### src/sv/siq_pkg.sv
// Shared types and constants for the sorted insertion queue.
package siq_pkg;

    localparam int DEFAULT_QUEUE_DEPTH = 32;
    localparam int KEY_W = 10;
    localparam int OCC_W = 6;

    typedef struct packed {
        logic [15:0] id;
        logic [7:0]  ctype;
        logic [7:0]  pay;
        logic [9:0]  items;
        logic        flag;
    } entry_t;

    typedef enum logic [2:0] {
        CMD_PUSH_FRONT = 3'd0,
        CMD_PUSH_BACK  = 3'd1,
        CMD_SORTED     = 3'd2,
        CMD_POP        = 3'd3,
        CMD_REMOVE     = 3'd4
    } cmd_t;

    typedef enum logic [1:0] {
        ST_OK        = 2'd0,
        ST_FULL      = 2'd1,
        ST_EMPTY     = 2'd2,
        ST_NOT_FOUND = 2'd3
    } status_t;

    typedef enum logic {
        S_IDLE  = 1'b0,
        S_APPLY = 1'b1
    } state_t;

    // Broadcast from the controller to every cell.
    typedef struct packed {
        logic eval;     // latch per-cell hit for the incoming transaction
        cmd_t cmd;
        logic key_sel;
        logic insert;   // open a slot at the first hit, take new entry there
        logic extract;  // close the slot at the first hit
    } cell_ctrl_t;

endpackage

### src/sv/siq_cell.sv
// One queue slot: holds an entry, flags where it stands relative to the command, shifts.
module siq_cell (
    input  logic               clk,
    input  logic               rst_n,
    input  siq_pkg::cell_ctrl_t ctrl,
    input  logic               is_head,
    input  siq_pkg::entry_t    eval_entry,
    input  siq_pkg::entry_t    new_entry,
    input  siq_pkg::entry_t    prev_entry,
    input  logic               prev_valid,
    input  siq_pkg::entry_t    next_entry,
    input  logic               next_valid,
    input  logic               chain_in,
    output logic               chain_out,
    output logic               pos,
    output siq_pkg::entry_t    entry,
    output logic               valid
);
    import siq_pkg::*;

    entry_t           entry_reg;
    logic             valid_reg;
    logic             hit_reg;
    logic             hit_next;
    logic [KEY_W-1:0] own_key;
    logic [KEY_W-1:0] new_key;

    assign own_key = ctrl.key_sel ? entry_reg.items : KEY_W'(entry_reg.ctype);
    assign new_key = ctrl.key_sel ? eval_entry.items : KEY_W'(eval_entry.ctype);

    always_comb
    begin
        case (ctrl.cmd)
            CMD_PUSH_FRONT: hit_next = 1'b1;
            CMD_POP:        hit_next = 1'b1;
            CMD_PUSH_BACK:  hit_next = !valid_reg;
            // on a tie with the head the new entry goes first, later slots keep ties ahead of the new entry
            CMD_SORTED:     hit_next = !valid_reg ||
                                       (is_head ? (own_key >= new_key) : (own_key > new_key));
            CMD_REMOVE:     hit_next = valid_reg && (entry_reg.id == eval_entry.id);
            default:        hit_next = 1'b0;
        endcase
    end

    // chain_in: some earlier slot is at or past the target position
    assign chain_out = chain_in | hit_reg;
    assign pos       = hit_reg & !chain_in;
    assign entry     = entry_reg;
    assign valid     = valid_reg;

    always_ff @(posedge clk or negedge rst_n)
    begin
        if (!rst_n)
        begin
            valid_reg <= 1'b0;
            hit_reg   <= 1'b0;
        end
        else
        begin
            if (ctrl.eval)
            begin
                hit_reg <= hit_next;
            end
            if (ctrl.insert)
            begin
                if (chain_in)
                begin
                    valid_reg <= prev_valid;
                end
                else if (hit_reg)
                begin
                    valid_reg <= 1'b1;
                end
            end
            else if (ctrl.extract && chain_out)
            begin
                valid_reg <= next_valid;
            end
        end
    end

    always_ff @(posedge clk)
    begin
        if (ctrl.insert)
        begin
            if (chain_in)
            begin
                entry_reg <= prev_entry;
            end
            else if (hit_reg)
            begin
                entry_reg <= new_entry;
            end
        end
        else if (ctrl.extract && chain_out)
        begin
            entry_reg <= next_entry;
        end
    end

endmodule

### config.mk
export PLATFORM = sky130hd
export DESIGN_NAME = siq_cell
export DESIGN_NICKNAME = d
export VERILOG_FILES = /design/src/sv/siq_pkg.sv /design/src/sv/siq_cell.sv
export SDC_FILE = /design/constraint.sdc
export NUM_CORES = 1
export LEC_CHECK = 0
export BUFFER_PORTS_ARGS = -buffer_cell sky130_fd_sc_hd__buf_2
export CAP_MARGIN = 5
export CORE_AREA = 2 2 89 91
export CTS_CLUSTER_DIAMETER = 100
export DETAILED_ROUTE_END_ITERATION = 16
export DIE_AREA = 0 0 91 93
export PLACE_DENSITY = 0.88
export SLEW_MARGIN = 40
export SYNTH_ARGS = -nofsm -noshare
export SYNTH_HDL_FRONTEND = slang
export SYNTH_SLANG_ARGS = --single-unit
### constraint.sdc
create_clock -name clk -period 2.48 [get_ports clk]
set_input_delay 0 -clock clk [delete_from_list [all_inputs] [get_ports clk]]
set_output_delay 0 -clock clk [all_outputs]
set_load 0.02 [all_outputs]
# After elaboration in Yosys (flattened, before gate mapping)
# Index checks and enable logic that the tools add are counted.
# totals
reg_bits	45
inputBits	185
out_inout_bits	46
elab_cells	38
# classes
order_cmp	2
eq_ne	6
n_mux	12
n_bitwise	2
n_reduce_logical	9
# ops
operator	count
2-to-1 mux 43 bit	4
2-to-1 mux 10 bit	2
equality test 16 bit	1
greater-or-equal comparator 10 bit	1
greater-than comparator 10 bit	1
equality test 3 x 2 -> 1 bit, second input constant	2
2-to-1 mux 1 bit	5
one-hot mux 1 bit (4 select lines)	1
equality test 3 x 1 -> 1 bit, second input constant	1
equality test 3 bit, second input constant	1
zero test 3 bit	1
!= test 3 x 1 -> 1 bit, second input constant	1
logical AND 1 bit	2
zero test 1 bit	2
AND reduction 2 bit	1
nonzero test 2 bit	1
OR reduction 2 bit	1
bitwise AND 1 bit	1
logical OR 1 bit	1
OR 1 bit	1

# Longest topological paths before layout
# Gate-level depths: netlist (run 1).
# logic_depth
word_depth	5
depth_mapped	8
depth_no_buf	7

# Worst setup path after synthesis (run 1)
# No wires, ideal clock.
# synth_path
path_type	reg-to-reg
from	reg hit_reg
to	reg entry_reg, in the netlist entry[0] (enable)
setup_time_ns	0.397
arrival_time_ns	1.525
required_ns	2.083
slack_ns	0.557
stages_incl_launch_ff	4
path_buffers	0
synth_period_minus_slack_ns	1.923
path_cell_list	dfrtp_1 or2_2 o21ai_0 inv_1
# synth_via
elab_chain_cells	4
word_cells_on_any_way	5
classes_between	eq/ne (1); bitwise (1); reduce/logical (3)
# synth_lines
element	line	text
start: declaration	siq_cell.sv:23	logic hit_reg;
start signal: assignment	siq_cell.sv:62	hit_reg <= hit_next;
OR 1 bit	siq_cell.sv:46	assign chain_out = chain_in | hit_reg;
via chain_out	siq_cell.sv:14	output logic chain_out,
logical AND 1 bit	siq_cell.sv:95	else if (ctrl.extract && chain_out)
nonzero test 2 bit (no line)	--	
AND reduction 2 bit (no line)	--	
end signal: assignment	siq_cell.sv:88	entry_reg <= prev_entry;
end signal: assignment	siq_cell.sv:92	entry_reg <= new_entry;
end signal: assignment	siq_cell.sv:97	entry_reg <= next_entry;
end: declaration	siq_cell.sv:21	entry_t entry_reg;
# The timed path passes the listed nets, and every way through them passes these cells.
# A chain may end at the register's enable or synchronous reset.

# Worst setup path after layout (run 1)
# layout_path
from	reg entry_reg, in the netlist entry[6]
to	reg hit_reg
# layout_via
elab_chain_cells	5
word_cells_on_any_way	6
classes_between	order compare (2); mux (3); reduce/logical (1)
# layout_lines
element	line	text
2-to-1 mux 10 bit (*)	siq_cell.sv:28	assign own_key = ctrl.key_sel ? entry_reg.items : KEY_W'(entry_reg.ctype);
greater-than comparator 10 bit or greater-or-equal comparator 10 bit (tied branches)	siq_cell.sv:39	(is_head ? (own_key >= new_key) : (own_key > new_key));
2-to-1 mux 1 bit (*)	siq_cell.sv:39	
logical OR 1 bit (*)	siq_cell.sv:38	CMD_SORTED: hit_next = !valid_reg ||
one-hot mux 1 bit (4 select lines) (*)	siq_cell.sv:33	case (ctrl.cmd)
# Mark *: on every way between the ends. The rest lies on a longest branch, timed or not.

==> run summary, run 1 <==
status: completed
Setup crit start: entry[6]
chip width: 91 um
Max Buffers Root-to-Sink: 2
GP Congestion: 0.791
reg2reg path depth: 6
CTS clk-pin slew, worst paths: 0.08 ns
overall routed net length: 8850 um
r2r setup slk: 0.57 ns
Max Cap Viol: 0
postcts setup bufs: 0
synth cell count leaders: mux2i_1 (52), a21oi_1 (47), nor2_1 (47)
Max Fclk: 0.522 GHz
RR Startpoint: entry[6]
IO Pins: 231
largest area contributor in the netlist: edfxtp_1
CTS Hold Bufs: 1
vias in the first global route: 2979
Comb power frac: 0.316
via/cell ratio: 4.94
fin crit share: 0.772
Worst-Skew Late Latency: 0.29 ns
Buffers on Ports: 221
RSZ-0062 raised after global routing: false
Critical Path Start Type: flip-flop
Slew @ Worst Pin: 0.752 ns
Final Non-Filler Cells: 593
Via Count: 2930
Synth warnings: 0
Final Skew: 0.00546 ns
Int Pwr: 1.42 mW
ant diodes: 0
post-synthesis sequential area ratio: 0.459
most common cell in the netlist: mux2i_1
fill cell count: 670
DIE HEIGHT: 93 um
Crit Path Class: flip-flop to flip-flop
leakage power: 2.07 nW
Row Count: 32
largest net degree at the start of global routing: 89
Sequential Area: 0.00134 mm^2
CP endpoint kind: flip-flop
Final HPWL DP: 7070 um
Mapped Area: 0.00292 mm^2
clk sink count: 45
Clk pwr share: 0.208
Top FF cell, synth: edfxtp_1
Avg Cell Area, Syn: 10.6 um^2
core area: 0.00753 mm^2
PwrDens: 496 mW/mm^2
fraction of registers with async set/reset: 0.0444
Largest register FFs: 43
worst-path fanout max: 3
Sequential Power Share: 0.476
r2r endpoint: hit_reg
Root Driver: clkbuf_8
WHS: 0.0139 ns
Final #Nets: 685
# H-tree levels: 2
combined area of the multi-input logic cells: 0.00150 mm^2
class of the worst hold path: primary input to flip-flop
DIE AREA: 0.00846 mm^2
Area Growth Syn to Fin: 43.7%
initial antenna violation count: 0
setup TNS: 0 ns
switching share of power: 0.315
post-route ant nets: 0
Crit path required time: 2.65 ns
remaining global-route overflow: 0
WL/cell: 14.9 um
dpl cells: 584
CTS tree: built
cells after synthesis: 275
post-cts resize count: 0
maximum VDD drop: 0.247 mV
NetSw: 0.655 mW
initial drt markers: 59
drt pass-1 iters: 4
fin. max-slew vios: 0
# setup viols final: 0
CTS buffer count: 5
Slew Limit Headroom: 0.499
EDFF count, synth: 43
share of layout cells above drive strength 1: 0.489
Critical Path AT: 2.08 ns
Worst Setup EP: hit_reg
# DRC: 0
Mapped Nets: 470
Synth cell types: 32
largest cells by area after synthesis: edfxtp_1 (44%), mux2i_1 (18%), a21oi_1 (8.1%)
starting density of the core: 0.388
crit path time final: 1.91 ns
top cell type's share of synthesized area: 0.442
GR Util All Layers: 0.202
global-route wire length before repair: 13700 um
flops & latches, synth: 45
Worst Hold Depth: 3
Final Hold Vio Count: 0
==> logic make-up after synthesis <==
logic type / count (synthesis) / share of synthesized area
AND/OR/NAND/NOR: 69 / 0.106
multiplexers: 60 / 0.209
AO/OA/AOI/OAI: 57 / 0.106
flip-flops: 45 / 0.459
buffers and inverters: 18 / 0.0283
XOR/XNOR: 16 / 0.0480
adder cells (fa/ha/maj): 10 / 0.0429
==> power by group through the flow <==
stage,Sequential [mW],Combinational [mW],Clock (mW)
global route,1.00,0.718,0.474
detailed placement,1.01,0.658,0
finish,0.989,0.657,0.433
floorplan,1.10,0.277,0
CTS,0.991,0.662,0.447
global placement,1.00,0.638,0
==> layout by cell type (no fill, tap or decap), types with 3 or more instances in the layout <==
master and instances:
a21oi_1 47, xor2_1 12, nand2b_1 4, nor2_1 47, nand2_1 5, buf_2 221
xnor2_1 4, nor4_1 3, mux2i_1 52, mux2_2 8, nand4_1 3, clkbuf_8 5
edfxtp_1 43, ha_1 10
==> layer usage <==
metal,up-vias,global-route usage,share of wire
met5,-,0,0
met4,0,0.0644,0.018
met3,12,0.0306,0.050
met2,132,0.381,0.53
met1,1340,0.235,0.40
li1,1446,-,-
==> final cells by class <==
cell class,instances,area share
clock inverters,3,0.00298
repair buffers,225,0.272
flip-flops and latches,45,0.320
multi-input cells,212,0.357
clock buffers,5,0.0164
inverters,1,0.00149
well taps,102,0.0304
==> critical path, stage by stage, from the launching register on <==
cell	delay, ns
edfxtp_1	0.40
mux2_2	0.29
ha_1	0.32
a21oi_1	0.16
o221ai_1	0.13
a221oi_1	0.37
o211ai_1	0.12
==> worst min path at each step <==
stage / slack, ns / end / startpoint
after floorplan: -0.30 / hit_reg / rst_n
after global placement: -0.21 / hit_reg / rst_n
after detailed placement: -0.21 / hit_reg / rst_n
after CTS: 0.002 / hit_reg / ctrl[6]
after global routing: 0.01 / hit_reg / rst_n
final: 0.01 / hit_reg / ctrl[6]
==> stage by stage <==
| step | setup WS (ns) | instance area (um^2) | total power [mW] | util |
|---|---|---|---|---|
| 4_1_cts | 0.509 | 4190 | 2.10 | 0.557 |
| 3_5_place_dp | 0.394 | 4100 | 1.67 | 0.545 |
| 2_1_floorplan | 0.557 | 2920 | 1.37 | - |
| 5_1_grt | 0.455 | 4190 | 2.19 | 0.557 |
| 6_report | 0.566 | 4190 | 2.08 | 0.557 |
| 3_3_place_gp | 0.444 | 4100 | 1.64 | 0.544 |
Power figures use the tool's default switching activity.
==> inputs of run 2 (changes only) <==
Clock period 2.48 ns to 2 ns, I/O delays scaled along.
==> run summary, run 2 (synthesis results as in run 1) <==
worst setup margin: 0.111 ns
M1 GR Usage: 0.226
core area: 0.00753 mm^2
share of layout cells above drive strength 1: 0.491
fill cell count: 672
Hold Startpoint: next_entry[10]
Sequential Power Share: 0.448
r2r endpoint: hit_reg
overall routed net length: 8860 um
Slew Limit Headroom: 0.606
# setup viols final: 0
via/cell ratio: 4.89
Crit path required time: 2.18 ns
crit path time final: 1.89 ns
global-route wire length before repair: 13500 um
Sequential Area: 0.00134 mm^2
leakage power: 2.10 nW
Max Cap Viol: 0
Max Fclk: 0.529 GHz
combined area of the multi-input logic cells: 0.00150 mm^2
remaining global-route overflow: 0
Final Hold Vio Count: 0
dpl cells: 586
CP endpoint kind: flip-flop
chip width: 91 um
largest net degree at the start of global routing: 89
Critical Path AT: 2.07 ns
drt pass-1 iters: 4
CTS buffer count: 5
Final Skew: 0.0100 ns
Worst-Skew Late Latency: 0.29 ns
Final Non-Filler Cells: 597
M2 GR Usage: 0.380
CTS tree: built
CTS clk-pin slew, worst paths: 0.09 ns
Buffers on Ports: 221
DIE HEIGHT: 93 um
postcts setup bufs: 0
Int Pwr: 1.91 mW
Max Buffers Root-to-Sink: 2
Worst Hold Depth: 3
Largest register FFs: 43
class of the worst hold path: primary input to flip-flop
setup TNS: 0 ns
vias in the first global route: 2990
r2r setup slk: 0.11 ns
maximum VDD drop: 0.390 mV
most used routing layer: met2
switching share of power: 0.300
global routing usage on met3: 0.0403
GP Congestion: 0.808
initial drt markers: 85
commonest non-fill, non-tap cell in the layout: buf_2
post-route ant nets: 0
clk sink count: 45
reg2reg path depth: 6
# H-tree levels: 2
Via Count: 2920
Clk pwr share: 0.247
fin. max-slew vios: 0
Crit Path Class: flip-flop to flip-flop
total power: 2.73 mW
RSZ-0062 raised after global routing: false
Hold EP: entry[10]
# DRC: 0
Comb power frac: 0.305
Row Count: 32
RR Startpoint: entry[24]
Area Growth Syn to Fin: 46.5%
ant diodes: 0
IO Pins: 231
initial antenna violation count: 0
Setup WS pre-CTS: 0.0312 ns
commonest non-fill, non-tap cells in the layout: buf_2 (221), mux2i_1 (51), nor2_1 (47), a21oi_1 (47), edfxtp_1 (43)
Critical Path Start Type: flip-flop
Final #Nets: 689
fin crit share: 0.945
starting density of the core: 0.388
DIE AREA: 0.00846 mm^2
GR Util All Layers: 0.199
Slew @ Worst Pin: 0.585 ns
WL/cell: 14.8 um
Final HPWL DP: 7120 um
worst-path fanout max: 3
NetSw: 0.821 mW
PwrDens: 639 mW/mm^2
Root Driver: clkbuf_8
status: completed
[run 2: changes by cell type in the layout (fill, tap and decap cells not counted)]
cell and change:
buf_12 +2, buf_4 +1, buf_6 -1, bufinv_16 +1, clkbuf_1 +1, clkinv_1 -1, clkinv_2 -1, dlygate4sd3_1 +2
inv_2 +1, inv_4 -1, mux2i_1 -1, mux2i_2 +1
[run 2: power groups by stage]
stage	Combinational (mW)	Sequential (mW)	Clock, mW
floorplan	0.343	1.36	0
global placement	0.804	1.24	0
detailed placement	0.830	1.24	0
CTS	0.838	1.22	0.703
global route	0.913	1.24	0.727
finish	0.834	1.22	0.675
[run 2: how the worst max path moves through the flow]
stage | startpoint | depth (start not counted) | to
2_1_floorplan | hit_reg | 3 | entry[0]
3_3_place_gp | ctrl[2] | 8 | hit_reg
3_5_place_dp | ctrl[2] | 8 | hit_reg
4_1_cts | entry[1] | 7 | hit_reg
5_1_grt | entry[24] | 6 | hit_reg
6_report | entry[24] | 6 | hit_reg
[run 2: final cells by class]
class                           count  share of cell area
Multi-Input combinational cell    212               0.350
Sequential cell                    45               0.314
Timing Repair Buffer              229               0.280
Tap cell                          102              0.0298
Clock buffer                        6              0.0170
Clock inverter                      2             0.00790
Inverter                            1            0.000878
[run 2: per-layer routing]
metal / share of wire / vias up
li1: - / 1451
met1: 0.38 / 1328
met2: 0.54 / 133
met3: 0.069 / 8
met4: 0.010 / 0
met5: 0 / -
[run 2: repair_timing]
action                                  CTS  global route
endpoints found under the setup margin    0             1
hold buffers                              3             0
hold endpoints to repair                  2             0
gates resized for setup                   0             1
[run 2: critical path, stage by stage, from the launching register on]
cell and delay, ns:
edfxtp_1 0.40, mux2_2 0.28, ha_1 0.34, a21oi_1 0.17, o221ai_1 0.15, a221oi_1 0.33
o211ai_1 0.12
[run 2: metrics by stage]
stage	hold slack (ns)	instance area [um^2]	utilization
after floorplan	-0.296	2920	-
after global placement	-0.209	4140	0.550
after detailed placement	-0.208	4140	0.550
after CTS	0.00721	4270	0.568
after global routing	0.0242	4280	0.568
final	0.0146	4280	0.568
==> inputs of run 3 (changes only) <==
==> constraint.sdc (replaced) <==
create_clock -name clk -period 2 [get_ports clk]
set_input_delay 0 -clock clk [delete_from_list [all_inputs] [get_ports clk]]
set_output_delay 0 -clock clk [all_outputs]
set_load 0.1 [all_outputs]
==> run summary, run 3 (synthesis results as in run 1) <==
class of the worst hold path: primary input to asynchronous set/reset pin
commonest non-fill, non-tap cell in the layout: buf_2
DIE HEIGHT: 93 um
leakage power: 2.09 nW
Max Fclk: 0.527 GHz
overall routed net length: 8920 um
Via Count: 2939
WHS: 0.0193 ns
post-route ant nets: 0
initial antenna violation count: 0
Final HPWL DP: 7160 um
CTS tree: built
IO Pins: 231
Final Skew: 0.00671 ns
Final Non-Filler Cells: 596
GP Congestion: 0.807
CP endpoint kind: flip-flop
via/cell ratio: 4.93
fin crit share: 0.949
Critical Path Start Type: flip-flop
highest metal used: met4
chip width: 91 um
Root Driver: clkbuf_8
drt pass-1 iters: 4
largest net degree at the start of global routing: 89
Critical Path AT: 2.06 ns
CTS buffer count: 5
core area: 0.00753 mm^2
vias in the first global route: 2897
Max Buffers Root-to-Sink: 2
setup TNS: 0 ns
status: completed
met2 wire len: 4740 um
WL/cell: 15.0 um
Row Count: 32
dpl cells: 586
metal3 WL: 530 um
commonest non-fill, non-tap cells in the layout: buf_2 (221), mux2i_1 (51), nor2_1 (47), a21oi_1 (46), edfxtp_1 (43)
share of layout cells above drive strength 1: 0.504
PwrDens: 754 mW/mm^2
Final Hold Vio Count: 0
global-route wire length before repair: 13400 um
clk sink count: 45
Final #Nets: 688
worst setup margin: 0.101 ns
RSZ-0062 raised after global routing: false
crit path time final: 1.90 ns
CTS clk-pin slew, worst paths: 0.09 ns
ant diodes: 0
# DRC: 0
fill cell count: 705
GR Util All Layers: 0.199
Largest register FFs: 43
Met1 Wirelength: 3550 um
Crit path required time: 2.17 ns
Buffers on Ports: 221
Crit Path Class: flip-flop to flip-flop
Area Growth Syn to Fin: 46.2%
# H-tree levels: 2
Slew @ Worst Pin: 0.572 ns
maximum VDD drop: 0.336 mV
Max Cap Viol: 0
Worst-Skew Late Latency: 0.29 ns
Setup WS pre-CTS: 0.0694 ns
remaining global-route overflow: 0
# setup viols final: 0
worst-path fanout max: 2
DIE AREA: 0.00846 mm^2
initial drt markers: 50
Slew Limit Headroom: 0.618
r2r setup slk: 0.10 ns
fin. max-slew vios: 0
starting density of the core: 0.388
[run 3: layer usage]
layer | vias to the layer above | track usage
li1 | 1447 | -
met5 | - | 0
met1 | 1359 | 0.231
met4 | 0 | 0.0530
met2 | 123 | 0.373
met3 | 10 | 0.0387
[run 3: path summary, 6_finish.rpt]
check / startpoint / to / cells after the start
max: entry[22] / hit_reg / 6
min: rst_n / valid / 2
max reg2reg: entry[22] / hit_reg / 6
min reg2reg: hit_reg / hit_reg / 2
max in group asynchronous: rst_n / hit_reg / 2
min in group clk: next_entry[18] / entry[18] / 3
[run 3: final cells by class]
cell class,count,area [um^2],area share
flip-flops and latches,45,1340,0.314
inverters,1,7.51,0.00176
clock inverters,2,10.0,0.00235
multi-input cells,212,1520,0.357
well taps,102,128,0.0299
repair buffers,228,1190,0.278
clock buffers,6,72.6,0.0170
[run 3: timing repair]
item,4_1_cts,5_1_grt
gates resized for setup,0,4
setup buffers,0,1
setup endpoints to repair,0,1
hold buffers,1,0
hold endpoints to repair,2,0
[run 3: metrics by stage]
stage	util	power, mW	instance area, um^2
after CTS	0.563	3.22	4240
final	0.567	3.22	4270
after global placement	0.551	2.64	4150
after floorplan	-	2.30	2930
after global routing	0.567	3.36	4270
after detailed placement	0.551	2.67	4150
[run 3: worst max-delay path, cell delays in order (launching register included)]
cell and delay (ns):
edfxtp_1 0.40, mux2_2 0.28, ha_1 0.32, a21oi_1 0.22, o221ai_2 0.15, a221oi_2 0.30
o211ai_1 0.11
[run 3: power breakdown]
group	switching, mW	internal (mW)
logic	1.07	0.382
registers	0.0572	1.17
clock network	0.305	0.243
total	1.43	1.79
